**src/rtl/fixed_frame_receiver_unit_defines.svh**
```systemverilog
// Assertion macros for the fixed frame receiver.
`ifndef FIXED_FRAME_RECEIVER_UNIT_DEFINES_SVH
`define FIXED_FRAME_RECEIVER_UNIT_DEFINES_SVH
`ifndef SYNTHESIS
`define FFR_ASSERT_NOW(label, clk, rst_n, ante, cons) \
    label: assert property (@(posedge clk) disable iff (!rst_n) (ante) |-> (cons)) \
        else $error("ffr assertion failed");
`define FFR_ASSERT_NEXT(label, clk, rst_n, ante, cons) \
    label: assert property (@(posedge clk) disable iff (!rst_n) (ante) |=> (cons)) \
        else $error("ffr assertion failed");
`else
`define FFR_ASSERT_NOW(label, clk, rst_n, ante, cons)
`define FFR_ASSERT_NEXT(label, clk, rst_n, ante, cons)
`endif
`endif

```
**src/rtl/ffr_pkg.sv**
```systemverilog
`default_nettype none
// ----------------------------------------------------------------------------
// ffr_pkg
// Shared types and constants of the fixed frame receiver.
// ----------------------------------------------------------------------------
package ffr_pkg;

    localparam int FRAME_LENGTH_DEF = 30;
    localparam int PAY_IDX_W        = 5;

    localparam logic OP_BYTE = 1'b0;
    localparam logic OP_TICK = 1'b1;

    localparam logic [1:0] ST_PAYLOAD   = 2'd0;
    localparam logic [1:0] ST_BAD_DELIM = 2'd1;
    localparam logic [1:0] ST_BAD_SUM   = 2'd2;
    localparam logic [1:0] ST_BAD_DEST  = 2'd3;

    localparam int CFG_IDX_W  = 1;
    localparam int CFG_DATA_W = 16;
    localparam logic [CFG_IDX_W-1:0] CFG_TIMEOUT  = 1'd0;
    localparam logic [CFG_IDX_W-1:0] CFG_OWN_ADDR = 1'd1;

    localparam logic [15:0] TIMEOUT_RESET  = 16'd50;
    localparam logic [7:0]  OWN_ADDR_RESET = 8'd113;
    localparam logic [7:0]  DELIM_CHAR     = 8'h23;
    localparam logic [7:0]  ADDR_OFFSET    = 8'h80;
    localparam logic [15:0] IDLE_MAX       = 16'hFFFF;

    typedef struct packed {
        logic load;
        logic shift;
    } cell_ctrl_t;

    typedef struct packed {
        logic       valid;
        logic [1:0] status;
        logic [7:0] data;
        logic       last;
    } cell_data_t;

endpackage
`default_nettype wire

```
**src/rtl/ffr_if.sv**
```systemverilog
`default_nettype none
// ----------------------------------------------------------------------------
// ffr_item_if / ffr_result_if
// Valid/ready channels for input items and result items.
// ----------------------------------------------------------------------------
interface ffr_item_if;
    logic       valid;
    logic       ready;
    logic       opcode;
    logic [7:0] rx_byte;

    modport source (output valid, output opcode, output rx_byte, input ready);
    modport sink   (input valid, input opcode, input rx_byte, output ready);
endinterface

interface ffr_result_if #(parameter int IDX_W = ffr_pkg::PAY_IDX_W);
    logic             valid;
    logic             ready;
    logic [1:0]       status;
    logic [7:0]       function_code;
    logic [7:0]       sender_address;
    logic [IDX_W-1:0] payload_index;
    logic [7:0]       payload_byte;
    logic             last;

    modport source (output valid, output status, output function_code,
                    output sender_address, output payload_index,
                    output payload_byte, output last, input ready);
    modport sink   (input valid, input status, input function_code,
                    input sender_address, input payload_index,
                    input payload_byte, input last, output ready);
endinterface
`default_nettype wire

```
**src/rtl/fixed_frame_receiver_unit.sv**
```systemverilog
`default_nettype none
// ----------------------------------------------------------------------------
// fixed_frame_receiver_unit
// Collects fixed-length frames from a byte stream, checks them and drains
// the payload or one error result.
// ----------------------------------------------------------------------------
// Channel  | Role | Transaction
// item     | sink | opcode (byte or millisecond tick), rx_byte
// result   | src  | status, function_code, sender_address, payload_index,
//          |      | payload_byte, last
// cfg      | in   | cfg_we, cfg_index, cfg_data; one register per write
//
// One item is accepted per cycle while item.ready is high; a frame is checked
// in the cycle its last byte is accepted, and its results appear from the next
// cycle, one per cycle while result.ready is high. The byte completing a frame
// waits while results of the previous frame are still queued, unless the last
// of them is taken in the same cycle. There is no clearing pass after reset.
// ----------------------------------------------------------------------------
module fixed_frame_receiver_unit #(
    parameter int FRAME_LENGTH = ffr_pkg::FRAME_LENGTH_DEF
) (
    input  logic                           clk,
    input  logic                           rst_n,
    ffr_item_if.sink                       item,
    ffr_result_if.source                   result,
    input  logic                           cfg_we,
    input  logic [ffr_pkg::CFG_IDX_W-1:0]  cfg_index,
    input  logic [ffr_pkg::CFG_DATA_W-1:0] cfg_data
);
    import ffr_pkg::*;
    `include "fixed_frame_receiver_unit_defines.svh"

    localparam int CNT_W     = $clog2(FRAME_LENGTH);
    localparam int PAY_COUNT = FRAME_LENGTH - 6;
    localparam int DRAIN_N   = (PAY_COUNT > 1) ? PAY_COUNT : 1;
    localparam int IDX_W     = PAY_IDX_W;
    localparam int CELLS     = FRAME_LENGTH - 1;

    logic [CNT_W-1:0] count_reg;
    logic [CNT_W-1:0] count_next;
    logic [6:0]       sum_reg;
    logic [6:0]       sum_next;
    logic [15:0]      idle_reg;
    logic [15:0]      idle_next;
    logic [15:0]      timeout_reg;
    logic [15:0]      timeout_next;
    logic [7:0]       own_reg;
    logic [7:0]       own_next;
    logic [7:0]       func_reg;
    logic [7:0]       func_next;
    logic [7:0]       sender_reg;
    logic [7:0]       sender_next;

    logic [7:0]       byte_q [CELLS];
    logic             item_acc;
    logic             byte_acc;
    logic             complete;
    logic             pop;
    logic             drain_busy;
    logic [DRAIN_N-1:0] valid_vec;
    logic [DRAIN_N-1:0] remain_vec;
    logic [6:0]       sum_fin;
    logic [15:0]      idle_inc;
    logic [1:0]       frame_status;
    cell_ctrl_t       cell_ctrl;

    cell_data_t       cell_q    [DRAIN_N];
    logic [IDX_W-1:0] cell_idx  [DRAIN_N];

    assign item_acc = item.valid && item.ready;
    assign byte_acc = item_acc && (item.opcode == OP_BYTE);
    assign complete = byte_acc && (count_reg == CNT_W'(FRAME_LENGTH - 1));
    assign pop      = result.valid && result.ready;

    always_comb
    begin
        remain_vec = valid_vec;
        if (pop)
        begin
            remain_vec[0] = 1'b0;
        end
        drain_busy = |remain_vec;
    end

    assign item.ready = !((count_reg == CNT_W'(FRAME_LENGTH - 1)) && drain_busy);

    generate
        for (genvar i = 0; i < CELLS; i++)
        begin : g_line
            if (i == 0)
            begin : g_head
                ffr_byte_cell u_cell (
                    .clk   (clk),
                    .shift (byte_acc),
                    .d     (item.rx_byte),
                    .q     (byte_q[i])
                );
            end
            else
            begin : g_body
                ffr_byte_cell u_cell (
                    .clk   (clk),
                    .shift (byte_acc),
                    .d     (byte_q[i-1]),
                    .q     (byte_q[i])
                );
            end
        end
    endgenerate

    assign sum_fin = sum_reg + item.rx_byte[6:0];

    always_comb
    begin
        if (item.rx_byte != DELIM_CHAR)
        begin
            frame_status = ST_BAD_DELIM;
        end
        else if ({1'b0, sum_fin} != byte_q[FRAME_LENGTH - 4])
        begin
            frame_status = ST_BAD_SUM;
        end
        else if ((byte_q[FRAME_LENGTH - 2] ^ ADDR_OFFSET) != own_reg)
        begin
            frame_status = ST_BAD_DEST;
        end
        else
        begin
            frame_status = ST_PAYLOAD;
        end
    end

    assign cell_ctrl.load  = complete;
    assign cell_ctrl.shift = pop;

    generate
        for (genvar k = 0; k < DRAIN_N; k++)
        begin : g_drain
            cell_data_t       ld;
            cell_data_t       nb;
            logic [IDX_W-1:0] nb_idx;

            always_comb
            begin
                ld.status = frame_status;
                ld.data   = 8'd0;
                ld.last   = 1'b1;
                ld.valid  = (k == 0);
                if (frame_status == ST_PAYLOAD)
                begin
                    ld.valid = (k < PAY_COUNT);
                    ld.data  = byte_q[(FRAME_LENGTH - 7 - k >= 0) ?
                                      (FRAME_LENGTH - 7 - k) : 0];
                    ld.last  = (k == PAY_COUNT - 1);
                end
            end

            if (k == DRAIN_N - 1)
            begin : g_tail
                assign nb     = '0;
                assign nb_idx = '0;
            end
            else
            begin : g_mid
                assign nb     = cell_q[k+1];
                assign nb_idx = cell_idx[k+1];
            end

            ffr_out_cell #(.IDX_W(IDX_W)) u_cell (
                .clk       (clk),
                .rst_n     (rst_n),
                .ctrl      (cell_ctrl),
                .load_data (ld),
                .load_idx  ((frame_status == ST_PAYLOAD) ? IDX_W'(k) : '0),
                .nb_data   (nb),
                .nb_idx    (nb_idx),
                .q_data    (cell_q[k]),
                .q_idx     (cell_idx[k])
            );

            assign valid_vec[k] = cell_q[k].valid;
        end
    endgenerate

    always_comb
    begin
        count_next   = count_reg;
        sum_next     = sum_reg;
        idle_next    = idle_reg;
        timeout_next = timeout_reg;
        own_next     = own_reg;
        func_next    = func_reg;
        sender_next  = sender_reg;
        idle_inc     = (idle_reg == IDLE_MAX) ? idle_reg : idle_reg + 16'd1;

        if (item_acc && (item.opcode == OP_TICK))
        begin
            if (idle_inc > timeout_reg)
            begin
                count_next = '0;
                sum_next   = '0;
                idle_next  = '0;
            end
            else
            begin
                idle_next = idle_inc;
            end
        end
        else if (complete)
        begin
            count_next  = '0;
            sum_next    = '0;
            func_next   = byte_q[FRAME_LENGTH - 3];
            sender_next = byte_q[FRAME_LENGTH - 5];
        end
        else if (byte_acc)
        begin
            count_next = count_reg + CNT_W'(1);
            idle_next  = '0;
            if (count_reg != CNT_W'(2))
            begin
                sum_next = sum_fin;
            end
        end

        if (cfg_we)
        begin
            case (cfg_index)
                CFG_TIMEOUT:  timeout_next = cfg_data[15:0];
                CFG_OWN_ADDR: own_next     = cfg_data[7:0];
                default:      ;
            endcase
        end
    end

    always_ff @(posedge clk or negedge rst_n)
    begin
        if (!rst_n)
        begin
            count_reg   <= '0;
            sum_reg     <= '0;
            idle_reg    <= '0;
            timeout_reg <= TIMEOUT_RESET;
            own_reg     <= OWN_ADDR_RESET;
        end
        else
        begin
            count_reg   <= count_next;
            sum_reg     <= sum_next;
            idle_reg    <= idle_next;
            timeout_reg <= timeout_next;
            own_reg     <= own_next;
        end
    end

    always_ff @(posedge clk)
    begin
        func_reg   <= func_next;
        sender_reg <= sender_next;
    end

    assign result.valid          = cell_q[0].valid;
    assign result.status         = cell_q[0].status;
    assign result.function_code  = func_reg;
    assign result.sender_address = sender_reg;
    assign result.payload_index  = cell_idx[0];
    assign result.payload_byte   = cell_q[0].data;
    assign result.last           = cell_q[0].last;

    `FFR_ASSERT_NOW(a_error_is_last, clk, rst_n, result.valid && (result.status != ST_PAYLOAD), result.last)
    `FFR_ASSERT_NOW(a_count_in_frame, clk, rst_n, 1'b1, count_reg <= CNT_W'(FRAME_LENGTH - 1))
    `FFR_ASSERT_NEXT(a_complete_clears, clk, rst_n, complete, count_reg == '0)
    `FFR_ASSERT_NEXT(a_error_shows, clk, rst_n, complete && (frame_status != ST_PAYLOAD), result.valid)
endmodule
`default_nettype wire

```
**src/rtl/ffr_byte_cell.sv**
```systemverilog
`default_nettype none
// ----------------------------------------------------------------------------
// ffr_byte_cell
// One byte of the frame shift line; takes its neighbor's byte on a shift.
// ----------------------------------------------------------------------------
module ffr_byte_cell (
    input  logic       clk,
    input  logic       shift,
    input  logic [7:0] d,
    output logic [7:0] q
);
    logic [7:0] data_reg;
    logic [7:0] data_next;

    always_comb
    begin
        data_next = shift ? d : data_reg;
    end

    always_ff @(posedge clk)
    begin
        data_reg <= data_next;
    end

    assign q = data_reg;
endmodule
`default_nettype wire

```
**src/rtl/ffr_out_cell.sv**
```systemverilog
`default_nettype none
// ----------------------------------------------------------------------------
// ffr_out_cell
// One entry of the result drain line; loaded in parallel, shifted to the head.
// ----------------------------------------------------------------------------
module ffr_out_cell #(
    parameter int IDX_W = 5
) (
    input  logic                   clk,
    input  logic                   rst_n,
    input  ffr_pkg::cell_ctrl_t    ctrl,
    input  ffr_pkg::cell_data_t    load_data,
    input  logic [IDX_W-1:0]       load_idx,
    input  ffr_pkg::cell_data_t    nb_data,
    input  logic [IDX_W-1:0]       nb_idx,
    output ffr_pkg::cell_data_t    q_data,
    output logic [IDX_W-1:0]       q_idx
);
    import ffr_pkg::*;

    logic             valid_reg;
    logic             valid_next;
    cell_data_t       data_reg;
    cell_data_t       data_next;
    logic [IDX_W-1:0] idx_reg;
    logic [IDX_W-1:0] idx_next;

    always_comb
    begin
        valid_next = valid_reg;
        data_next  = data_reg;
        idx_next   = idx_reg;
        if (ctrl.load)
        begin
            valid_next = load_data.valid;
            data_next  = load_data;
            idx_next   = load_idx;
        end
        else if (ctrl.shift)
        begin
            valid_next = nb_data.valid;
            data_next  = nb_data;
            idx_next   = nb_idx;
        end
    end

    always_ff @(posedge clk or negedge rst_n)
    begin
        if (!rst_n)
        begin
            valid_reg <= 1'b0;
        end
        else
        begin
            valid_reg <= valid_next;
        end
    end

    always_ff @(posedge clk)
    begin
        data_reg <= data_next;
        idx_reg  <= idx_next;
    end

    always_comb
    begin
        q_data       = data_reg;
        q_data.valid = valid_reg;
        q_idx        = idx_reg;
    end
endmodule
`default_nettype wire

```
**src/flat_wrapper.sv**
```systemverilog
// flat-port wrapper written by rule: the top's interface ports become plain ports
module fixed_frame_receiver_unit_flat import ffr_pkg::*;
#(
    parameter int FRAME_LENGTH = ffr_pkg::FRAME_LENGTH_DEF
)
  (clk, rst_n, cfg_we, cfg_index, cfg_data, item_valid, item_opcode, item_rx_byte, item_ready, result_valid, result_status, result_function_code, result_sender_address, result_payload_index, result_payload_byte, result_last, result_ready);
  ffr_item_if item_i ();
  ffr_result_if result_i ();
  input  logic clk;
  input  logic rst_n;
  input  logic cfg_we;
  input  logic [ffr_pkg::CFG_IDX_W-1:0] cfg_index;
  input  logic [ffr_pkg::CFG_DATA_W-1:0] cfg_data;
  input wire logic [$bits(item_i.valid)-1:0] item_valid;
  input wire logic [$bits(item_i.opcode)-1:0] item_opcode;
  input wire logic [$bits(item_i.rx_byte)-1:0] item_rx_byte;
  output wire logic [$bits(item_i.ready)-1:0] item_ready;
  output wire logic [$bits(result_i.valid)-1:0] result_valid;
  output wire logic [$bits(result_i.status)-1:0] result_status;
  output wire logic [$bits(result_i.function_code)-1:0] result_function_code;
  output wire logic [$bits(result_i.sender_address)-1:0] result_sender_address;
  output wire logic [$bits(result_i.payload_index)-1:0] result_payload_index;
  output wire logic [$bits(result_i.payload_byte)-1:0] result_payload_byte;
  output wire logic [$bits(result_i.last)-1:0] result_last;
  input wire logic [$bits(result_i.ready)-1:0] result_ready;
  assign item_i.valid = item_valid;
  assign item_i.opcode = item_opcode;
  assign item_i.rx_byte = item_rx_byte;
  assign item_ready = item_i.ready;
  assign result_valid = result_i.valid;
  assign result_status = result_i.status;
  assign result_function_code = result_i.function_code;
  assign result_sender_address = result_i.sender_address;
  assign result_payload_index = result_i.payload_index;
  assign result_payload_byte = result_i.payload_byte;
  assign result_last = result_i.last;
  assign result_i.ready = result_ready;
  fixed_frame_receiver_unit #(.FRAME_LENGTH(FRAME_LENGTH)) u_core (.clk(clk), .rst_n(rst_n), .item(item_i), .result(result_i), .cfg_we(cfg_we), .cfg_index(cfg_index), .cfg_data(cfg_data));
endmodule
```
**config.mk**
```make
export PLATFORM = sky130hd
export DESIGN_NAME = fixed_frame_receiver_unit_flat
export DESIGN_NICKNAME = d
export VERILOG_FILES = /design/src/rtl/ffr_pkg.sv /design/src/rtl/ffr_if.sv /design/src/rtl/fixed_frame_receiver_unit.sv /design/src/rtl/ffr_byte_cell.sv /design/src/rtl/ffr_out_cell.sv /design/src/flat_wrapper.sv
export VERILOG_INCLUDE_DIRS = /design/src /design/src/rtl
export SDC_FILE = /design/constraint.sdc
export NUM_CORES = 1
export LEC_CHECK = 0
export BUFFER_PORTS_ARGS = -buffer_cell sky130_fd_sc_hd__buf_2
export CORE_ASPECT_RATIO = 0.5
export CORE_MARGIN = 2
export CORE_UTILIZATION = 50
export CTS_BUF_LIST = sky130_fd_sc_hd__clkbuf_8 sky130_fd_sc_hd__clkbuf_16
export DETAILED_ROUTE_END_ITERATION = 16
export PLACE_DENSITY = 0.69
export SETUP_SLACK_MARGIN = 0.05
export SYNTH_ARGS = -nofsm -noshare
export SYNTH_HDL_FRONTEND = slang
export SYNTH_SLANG_ARGS = --single-unit
```
**constraint.sdc**
```tcl
create_clock -name clk -period 11 [get_ports clk]
set_clock_uncertainty 0.2 [all_clocks]
set_input_delay 1.1 -clock clk [delete_from_list [all_inputs] [get_ports clk]]
set_output_delay 1.1 -clock clk [all_outputs]
set_load 0.02 [all_outputs]
```
# Yosys cells after proc, flatten, opt, wreduce, memory -nomap -nowiden

Cells that the tools add are included.
Widths: inputs -> output; s select.

Register bits after elaboration: 708
Bits in writable memories: 0
Bits in read-only memories: 0
Memories: 0
Latch bits: 0
Input bits: 31

Bitwise gates (word level): 4
$add $sub $neg: 3
Reductions and logical operators: 19
Mux-type cells: 208
Shift-type cells: 0
Equality and inequality tests: 8
$lt $le $gt $ge: 1
Multipliers: 0
Div/mod/pow operators: 0

Operator list:

| operator              | count |
|---|---|
| $mux 11               | 48 |
| $mux 5                | 58 |
| $mux 9                | 24 |
| $mux 16               | 5 |
| $mux 1                | 51 |
| $mux 7                | 5 |
| $mux 4                | 8 |
| $reduce_or 24->1      | 1 |
| $add 16x1->16 const B | 1 |
| $eq 16x16->1 const B  | 1 |
| $gt 16x16->1          | 1 |
| $mux 3                | 4 |
| $mux 2                | 5 |
| $reduce_and 2->1      | 5 |
| $ne 7x8->1            | 1 |
| $ne 8x6->1 const B    | 1 |
| $ne 8x8->1            | 1 |
| $add 7x7->7           | 1 |
| $logic_and 1x1->1     | 6 |
| $reduce_bool 3->1     | 2 |
| $add 5x1->5 const B   | 1 |
| $eq 5x5->1 const B    | 1 |
| $ne 5x2->1 const B    | 1 |
| $ne 2x2->1 const B    | 2 |
| other kinds (5)       | 9 |

# Longest topological paths before layout

Gate-level depths: netlist (run 1).

Depth in word-level cells: 10
Gate-level depth with buffers: 14
Depth with buffers taken out: 13

# By module

A second synthesis (run 1) with hierarchy kept.

Cell total of the unflattened synthesis: 1772
Area, all modules: 30779.5 µm²

Modules (own cells, without submodules):

| module                    | cells an instance | times used | sequential area each (µm²) | area an instance (µm²) |
|---|---|---|---|---|
| ffr_out_cell              | 40                | 24         | 505.5                      | 775.7 |
| ffr_byte_cell             | 8                 | 29         | 240.2                      | 240.2 |
| fixed_frame_receiver_unit | 580               | 1          | 1790.5                     | 5195.0 |

# Least setup slack after synthesis (run 1)

Ideal clock, no wire load.

Path type: input to register
Start: in result_ready
End: reg u_core.g_line[0].g_head.u_cell.data_reg[0] (enable)
Data required time: 9.970 ns
Library setup time: 0.830 ns
Cell stages on the path: 5
Arrival: 11.872 ns
Path slack: -1.902 ns
Cell sequence: buf_1 > o2111ai_1 > o21bai_1 > nand2_1 > nor2_1

Word-level cells in the longest chain between the ends: 7

Ends and longest elaborated chain:

| what                 | RTL line                        | RTL |
|---|---|---|
| start, declared      | flat_wrapper.sv:25              | `input wire logic [$bits(result_i.ready)-1:0] result_ready;` |
| $logic_and 1x1->1    | fixed_frame_receiver_unit.sv:73 | `assign pop = result.valid && result.ready;` |
| $mux 1               | fixed_frame_receiver_unit.sv:78 | `if (pop)` |
| $reduce_or 24->1     | fixed_frame_receiver_unit.sv:82 | `drain_busy = \|remain_vec;` |
| $logic_and 1x1->1    | fixed_frame_receiver_unit.sv:85 | `assign item.ready = !((count_reg == CNT_W'(FRAME_LENGTH - 1)) && drain_busy);` |
| $logic_not 1->1      | fixed_frame_receiver_unit.sv:85 |  |
| via item_ready       | flat_wrapper.sv:17              | `output wire logic [$bits(item_i.ready)-1:0] item_ready;` |
| $logic_and 1x1->1    | fixed_frame_receiver_unit.sv:70 | `assign item_acc = item.valid && item.ready;` |
| $logic_and 1x1->1    | fixed_frame_receiver_unit.sv:71 | `assign byte_acc = item_acc && (item.opcode == OP_BYTE);` |
| via u_core.byte_acc  | fixed_frame_receiver_unit.sv:56 | `logic byte_acc;` |
| end signal, assigned | ffr_byte_cell.sv:22             | `data_reg <= data_next;` |
| end, declared        | ffr_byte_cell.sv:12             | `logic [7:0] data_reg;` |

The timed path passes the listed nets, and every way through them passes these cells.
A chain may end at the register's enable or synchronous reset.

# Worst setup path in the final report (run 1)

Start: reg u_core.g_drain[18].u_cell.valid_reg
End: reg u_core.g_drain[6].u_cell.data_reg, in the netlist u_core.g_drain[6].u_cell.q_data[5] (enable)

Word-level cells in the longest chain between the ends: 7

Ends and longest elaborated chain:

| what                        | RTL line                        | RTL |
|---|---|---|
| start, declared             | ffr_out_cell.sv:21              | `logic valid_reg;` |
| start signal, assigned      | ffr_out_cell.sv:55              | `valid_reg <= valid_next;` |
| $reduce_or 24->1            | fixed_frame_receiver_unit.sv:82 |  |
| $logic_and 1x1->1           | fixed_frame_receiver_unit.sv:85 |  |
| $logic_not 1->1             | fixed_frame_receiver_unit.sv:85 |  |
| $logic_and 1x1->1           | fixed_frame_receiver_unit.sv:70 |  |
| $logic_and 1x1->1           | fixed_frame_receiver_unit.sv:71 |  |
| $logic_and 1x1->1           | fixed_frame_receiver_unit.sv:72 | `assign complete = byte_acc && (count_reg == CNT_W'(FRAME_LENGTH - 1));` |
| $reduce_bool 2->1 (no line) | n/a                             |  |
| end signal, assigned        | ffr_out_cell.sv:61              | `data_reg <= data_next;` |
| end, declared               | ffr_out_cell.sv:23              | `cell_data_t data_reg;` |

No other way between the ends.

==> results by group, run 1 <==
Power
  – Pwr Total: 5180 µW
  – VDD IR max: 0.122 mV
  – Static leakage: 0.0102 µW
  – PwrDens: 181 mW/mm²

Final layout
  – Most frequent cells in the layout: edfxtp_1, a22o_1, nor2_1
  – Largest register FFs: 264
  – Final #Nets: 1732
  – Area delta synth->final: 10.6%
  – Filler cells: 3892
  – Commonest non-fill, non-tap cell in the layout: edfxtp_1
  – ANT cells: 0
  – Ratio of cells with drive above 1 in the final layout: 11.5%

Synthesis
  – Sequential element share of the synthesized area: 77.3%
  – Yosys warnings: 0
  – Seq cells post-synth: 678
  – Mean Syn Cell Area: 15.9 µm²
  – Synth cell types: 62
  – Mapped Area: 0.0258 mm²
  – Mapped Cells: 1627
  – Post-synth EDFFs: 597
  – Ys async rst share: 11.2%
  – Syn nets: 1685
  – Most used DFF post-synth: edfxtp_1

Detailed routing
  – TritonRoute pass-1 iters: 5
  – Wirelength per Cell: 17.8 µm
  – Iter 0 DRT Violations: 1288
  – Post-route DRC: 0
  – Vias: 13171
  – Via-to-Cell Ratio: 5.48
  – Routed WL: 42700 µm
  – Antenna viol nets, final: 0

Floorplanning
  – Die width: 325 µm
  – I/O pin cnt: 65
  – Die ar.: 0.0535 mm²
  – Core Rows: 58
  – Initial Util: 51.0%
  – Core area: 0.0506 mm²
  – Die Ht: 165 µm

Timing
  – Unrepaired setup endpoints after global routing: no
  – Setup TNS: 0 ns
  – Tmin final: 5.12 ns
  – Final worst-path cycle share: 46.5%
  – Worst-Margin Slew: 1.26 ns
  – F_max: 195 MHz
  – Worst relative slew slack: 15.4%
  – Fin. Hold Viols: 0
  – Fin. max-slew vios: 0
  – Final setup vio count: 0

Clock network
  – Maximum clock path buffer count: 3
  – Post-CTS Resized: 0
  – H-tree depth: 2
  – Post-CTS Hold Fix Bufs: 0
  – Setup Fix Bufs, Post-CTS: 0
  – Clk slew on worst S/H paths: 0.06 ns
  – CTS tree: done
  – Clock root cell: clkbuf_16
  – Clock latency on the worst-skew pair: 0.59 ns
  – Clock sinks: 678
  – Num CTS Buffers: 56

Worst setup path
  – CP arrival: 5.12 ns
  – Critical path type: reg -> reg
  – CP startpoint kind: flip-flop
  – Crit path capture type: flip-flop
  – Worst-path fanout max: 148
  – WP data required: 11.00 ns

Global route
  – First-pass GRT wire length: 67400 µm
  – Initial antenna violation count: 2
  – Vias in the first global route: 12657
  – GRT Util Overall: 15.7%
  – Largest net degree at the start of global routing: 231
  – Global route total overflow: 0

Place
  – HPWL Detailed: 23300 µm
  – Placer Congestion: 0.803
  – PortBufs: 64

Flow run
  – Max-Cap Viols: 0

Min path
  – Hold crit path type: reg -> reg

Run status
  – Status: complete, no violations
[cells in the mapped netlist, drive strengths merged, types with 3 or more instances]
library cell | number | area share (%)
clkbuf | 60 | 0.87
buf | 30 | 0.70
o31ai | 4 | 0.12
o311ai | 3 | 0.10
xnor2 | 14 | 0.48
o21a | 5 | 0.15
nand2 | 122 | 1.8
nand4 | 8 | 0.19
nand2b | 7 | 0.17
inv | 33 | 0.48
o21ai | 25 | 0.49
or4 | 4 | 0.12
o211ai | 11 | 0.32
dfrtp | 69 | 6.7
or3 | 5 | 0.12
a31oi | 3 | 0.073
nand3 | 23 | 0.45
a32o | 6 | 0.23
a21o | 25 | 0.73
o221ai | 6 | 0.20
nor2 | 149 | 2.2
edfxtp | 597 | 69
and2 | 59 | 1.4
dfstp | 7 | 0.71
a21oi | 42 | 0.81
mux2 | 11 | 0.48
dfxtp | 5 | 0.39
o41ai | 3 | 0.10
and3 | 3 | 0.073
nor4 | 11 | 0.27
or2 | 8 | 0.19
a22o | 188 | 6.4
xor2 | 10 | 0.34
ha | 26 | 1.3
nor2b | 5 | 0.12
nor3 | 9 | 0.17
o21bai | 3 | 0.087
[per-layer routing]
metal / track usage (%) / share of wire [%] / vias to the layer above
met1: 23.0 / 48 / 6591
met3: 3.04 / 4.5 / 62
met4: 3.87 / 1.7 / 0
met2: 24.4 / 46 / 235
met5: 0 / 0 / -
li1: - / - / 6283
[critical path: stages, from the launching register on]
cell,delay (ns)
dfrtp_1,0.40
nor4_1,0.34
o2111ai_1,0.29
or4_4,0.90
inv_2,0.11
buf_4,0.44
a21oi_2,0.04
buf_4,0.24
inv_8,0.70
buf_4,0.87
[path summary, 6_finish.rpt]
kind,endpoint,slack [ns],start,depth (start not counted)
worst max register to register,u_core.g_drain[6].u_cell.q_data[5]$_DFFE_PP_,5.88,u_core.g_drain[18].u_cell.valid_reg$_DFFE_PN0P_,9
worst min register to register,u_core.g_line[25].g_body.u_cell.q[7]$_DFFE_PP_,0.22,u_core.g_line[24].g_body.u_cell.q[7]$_DFFE_PP_,0
min in group asynchronous,u_core.idle_reg[15]$_DFFE_PN0P_,0.49,rst_n,1
worst min-delay path,u_core.g_line[25].g_body.u_cell.q[7]$_DFFE_PP_,0.22,u_core.g_line[24].g_body.u_cell.q[7]$_DFFE_PP_,0
max in group asynchronous,u_core.g_drain[4].u_cell.valid_reg$_DFFE_PN0P_,9.48,rst_n,1
worst max-delay path,u_core.g_drain[6].u_cell.q_data[5]$_DFFE_PP_,5.88,u_core.g_drain[18].u_cell.valid_reg$_DFFE_PN0P_,9
[power by group]
part	switching, µW	internal (µW)	total, µW
Clock	877	1040	1920
Sequential	60.3	2870	2930
Combinational	190	136	326
Total	1130	4050	5180
[stage by stage]
step	std cells	utilization (%)	area (µm²)	hold slack [ns]	worst slack [ns]
global route	2405	56.4	28500	0.230	5.60
floorplan	1627	-	25800	0.200	2.03
finish	2405	56.4	28500	0.221	5.88
detailed placement	2306	52.9	26800	0.205	5.39
CTS	2405	56.4	28500	0.220	5.87
global placement	2306	52.9	26800	0.202	5.40
[logic make-up after synthesis]
kind of cell / after synthesis / synth area share [%]
AO/OA/AOI/OAI: 338 / 10.3
XOR/XNOR: 25 / 0.902
adder cells (fa/ha/maj): 27 / 1.34
buffers and inverters: 123 / 2.05
flip-flops: 678 / 77.3
multiplexers: 13 / 0.558
AND/OR/NAND/NOR: 423 / 7.60
[area by class of cell]
class / count / area [µm²] / area share [%]
sequential: 678 / 19900 / 69.9
multi-input combinational: 826 / 5370 / 18.8
clock buffer: 58 / 1440 / 5.05
tap: 690 / 863 / 3.03
timing repair buffer: 79 / 473 / 1.66
clock inverter: 41 / 310 / 1.09
inverter: 33 / 136 / 0.478
Note: power is estimated with default switching activity, not from simulation.
==> run 2: changes to the inputs <==
--- a/config.mk
+++ b/config.mk
@@ -12,7 +12,7 @@
 export CORE_UTILIZATION = 50
 export CTS_BUF_LIST = sky130_fd_sc_hd__clkbuf_8 sky130_fd_sc_hd__clkbuf_16
 export DETAILED_ROUTE_END_ITERATION = 16
-export PLACE_DENSITY = 0.69
+export PLACE_DENSITY = 0.66
 export SETUP_SLACK_MARGIN = 0.05
 export SYNTH_ARGS = -nofsm -noshare
 export SYNTH_HDL_FRONTEND = slang
==> constraint.sdc (replaced) <==
create_clock -name clk -period 5.4 [get_ports clk]
set_clock_uncertainty 0.2 [all_clocks]
set_input_delay 0.54 -clock clk [delete_from_list [all_inputs] [get_ports clk]]
set_output_delay 0.54 -clock clk [all_outputs]
set_load 0.02 [all_outputs]
==> run 2 against run 1 <==
  * Count of clock-buffer cells in the layout rose by 2
  * Via count rose by 2.5%
  * Power rose by 120%
  * Critical endpoint is now u_core.sum_reg[5]$_DFFE_PN0P_
  * Largest cell class unchanged
  * Largest power group unchanged
  * Highest routed layer unchanged
==> results by group, run 2 (synthesized netlist as in run 1, its figures left out) <==
Min path
  – Hold Crit Depth: 2 (+2)
  – Min-Delay Endpoint: u_core.timeout_reg[0]$_DFFE_PN0P_
  – Hold_sp: cfg_data[0]
  – Hold crit path type: in -> reg

Timing
  – Fin. max-slew vios: 0 (unchanged)
  – F_max: 209 MHz (+6.9%)
  – Setup TNS: 0 ns (unchanged)
  – Final setup vio count: 0 (unchanged)
  – Unrepaired setup endpoints after global routing: no
  – Worst-Margin Slew: 1.22 ns (-0.0341 ns)
  – Tmin final: 4.78 ns (-0.332 ns)
  – Worst relative slew slack: 17.9% (+2.5 points)
  – Final worst-path cycle share: 88.6% (+42 points)
  – Fin. Hold Viols: 0 (unchanged)

Clock network
  – Clock sinks: 678 (unchanged)
  – Post-CTS Resized: 0 (unchanged)
  – Num CTS Buffers: 57 (+1.8%)
  – Maximum clock path buffer count: 3 (unchanged)
  – Setup Fix Bufs, Post-CTS: 0 (unchanged)
  – CTS tree: done
  – Clock root cell: clkbuf_16
  – Post-CTS Hold Fix Bufs: 16 (+16)
  – H-tree depth: 2 (unchanged)
  – Clock latency on the worst-skew pair: 0.60 ns (about the same)
  – Clk slew on worst S/H paths: 0.07 ns (about the same)

Place
  – Placer Congestion: 0.826 (+2.9%)
  – HPWL Detailed: 25300 µm (+8.7%)
  – DP Area: 0.0269 mm² (+0.51%)
  – PortBufs: 64 (unchanged)

Worst setup path
  – Kind of cell adding the most delay to the critical path: simple AND/OR/NAND/NOR gates
  – Setup crit start: u_core.idle_reg[0]$_DFFE_PN0P_
  – Worst-path fanout max: 17 (-89%)
  – Reg-to-Reg End: u_core.sum_reg[5]$_DFFE_PN0P_
  – Largest stage delay on the critical path: 0.67 ns (-0.23 ns)
  – Reg-to-reg startpoint: u_core.idle_reg[0]$_DFFE_PN0P_
  – CP Buf/Inv Count: 1 (-4)
  – CP max stage cell: or4_1
  – R2R depth: 14 (+5)
  – Crit path capture type: flip-flop
  – WP data required: 5.67 ns (-5.33 ns)
  – CP arrival: 5.05 ns (-0.07 ns)
  – CP startpoint kind: flip-flop
  – Critical-path cell list: ha_1, nand2_1, nor3_1, nor3b_1, nand3b_1, o21a_1, ha_1, nand4_1, or4_1, a21oi_1, nor4_2, buf_4, or4_1, a22o_1
  – Critical path type: reg -> reg
  – Reg-to-reg setup timing slack: 0.62 ns (-5.27 ns)

Final layout
  – Largest register FFs: 264 (unchanged)
  – Most frequent cells in the layout: edfxtp_1, a22o_1, nor2_1
  – Commonest non-fill, non-tap cell in the layout: edfxtp_1
  – Design area: 0.0292 mm² (+2.2%)
  – Final #Nets: 1756 (+1.4%)
  – Ratio of cells with drive above 1 in the final layout: 12.7% (+1.2 points)
  – ANT cells: 0 (unchanged)
  – Filler cells: 3817 (-1.9%)
  – Area delta synth->final: 13.0%

Floorplanning
  – Die Ht: 165 µm (unchanged)
  – Die ar.: 0.0535 mm² (unchanged)
  – Core area: 0.0506 mm² (unchanged)
  – Initial Util: 51.0% (unchanged)
  – Core Rows: 58 (unchanged)
  – I/O pin cnt: 65 (unchanged)
  – Die width: 325 µm (unchanged)

Detailed routing
  – Iter 0 DRT Violations: 1181 (-8.3%)
  – Routed WL: 44000 µm (+2.9%)
  – TritonRoute pass-1 iters: 5 (unchanged)
  – Wirelength per Cell: 18.1 µm (+1.6%)
  – Vias: 13501 (+2.5%)
  – Via-to-Cell Ratio: 5.54 (+1.2%)
  – Post-route DRC: 0 (unchanged)
  – Antenna viol nets, final: 0 (unchanged)

Global route
  – Initial antenna violation count: 2 (unchanged)
  – Global route total overflow: 0 (unchanged)
  – GRT Util Overall: 16.3% (+0.57 points)
  – First-pass GRT wire length: 70000 µm (+3.9%)
  – Vias in the first global route: 13407 (+5.9%)
  – Largest net degree at the start of global routing: 140 (-39%)

Flow run
  – Max-Cap Viols: 0 (unchanged)

Power
  – VDD IR max: 0.241 mV (+98%)
  – Static leakage: 0.0105 µW (+2.5%)
  – PwrDens: 383 mW/mm² (+110%)

Run status
  – Status: complete, no violations
[run 2: cell count changes in the layout (fill, tap and decap cells not counted), moves of 2 or more]
cell / previous run / this run
buf_12: 3 / 6
buf_4: 13 / 17
bufinv_16: 4 / 14
dlygate4sd3_1: 0 / 16
inv_1: 41 / 37
inv_6: 5 / 3
nor4_1: 10 / 7
nor4_2: 1 / 4
[run 2: how the worst max path moves through the flow]
stage                                                                to  slack [ns]  depth (start not counted)
after global placement                    u_core.sum_reg[3]$_DFFE_PN0P_        0.73                         14
after CTS                                 u_core.sum_reg[5]$_DFFE_PN0P_        0.66                         14
after global routing                     u_core.idle_reg[6]$_DFFE_PN0P_        0.37                         14
final                                     u_core.sum_reg[5]$_DFFE_PN0P_        0.62                         14
after floorplan           u_core.g_line[0].g_head.u_cell.q[0]$_DFFE_PP_        0.06                          6
after detailed placement                  u_core.sum_reg[5]$_DFFE_PN0P_        0.67                         14
[run 2: cell type report]
cell class / count / area (µm²) / share of cell area (%)
timing repair buffer: 102 / 723 / 2.48
clock buffer: 60 / 1480 / 5.07
sequential: 678 / 19900 / 68.4
tap: 690 / 863 / 2.96
inverter: 33 / 136 / 0.468
multi-input combinational: 826 / 5410 / 18.6
clock inverter: 46 / 606 / 2.08
[run 2: metrics by stage]
step | util (%) | cells | hold WS [ns] | worst slack, ns | total power (µW)
after floorplan | - | 1627 | 0.0444 | 0.0553 | 6550
after global placement | 53.2 | 2313 | 0.204 | 0.731 | 6710
after detailed placement | 53.2 | 2313 | 0.206 | 0.671 | 6770
after CTS | 57.6 | 2435 | 0.00733 | 0.658 | 11300
after global routing | 57.6 | 2435 | 0.0111 | 0.375 | 11600
final | 57.6 | 2435 | 0.0441 | 0.616 | 11200
[run 2: worst register-to-register path: stages (launching register included)]
cell and delay [ns]:
dfrtp_1 0.45, ha_1 0.29, nand2_1 0.13, nor3_1 0.56
nor3b_1 0.33, nand3b_1 0.11, o21a_1 0.14, ha_1 0.31
nand4_1 0.14, or4_1 0.58, a21oi_1 0.18, nor4_2 0.08
buf_4 0.21, or4_1 0.67, a22o_1 0.29
[run 2: power by group]
part | switching [µW] | internal (µW)
Sequential | 130 | 5850
Combinational | 403 | 286
Clock | 1840 | 2660
Total | 2370 | 8800
[run 2: routing by layer]
layer / global-route usage (%) / up-vias / part of all wire [%]
met5: 0 / - / 0
met1: 22.5 / 6915 / 47
li1: - / 6325 / -
met4: 4.06 / 0 / 1.7
met2: 27.1 / 204 / 48
met3: 2.89 / 57 / 3.8
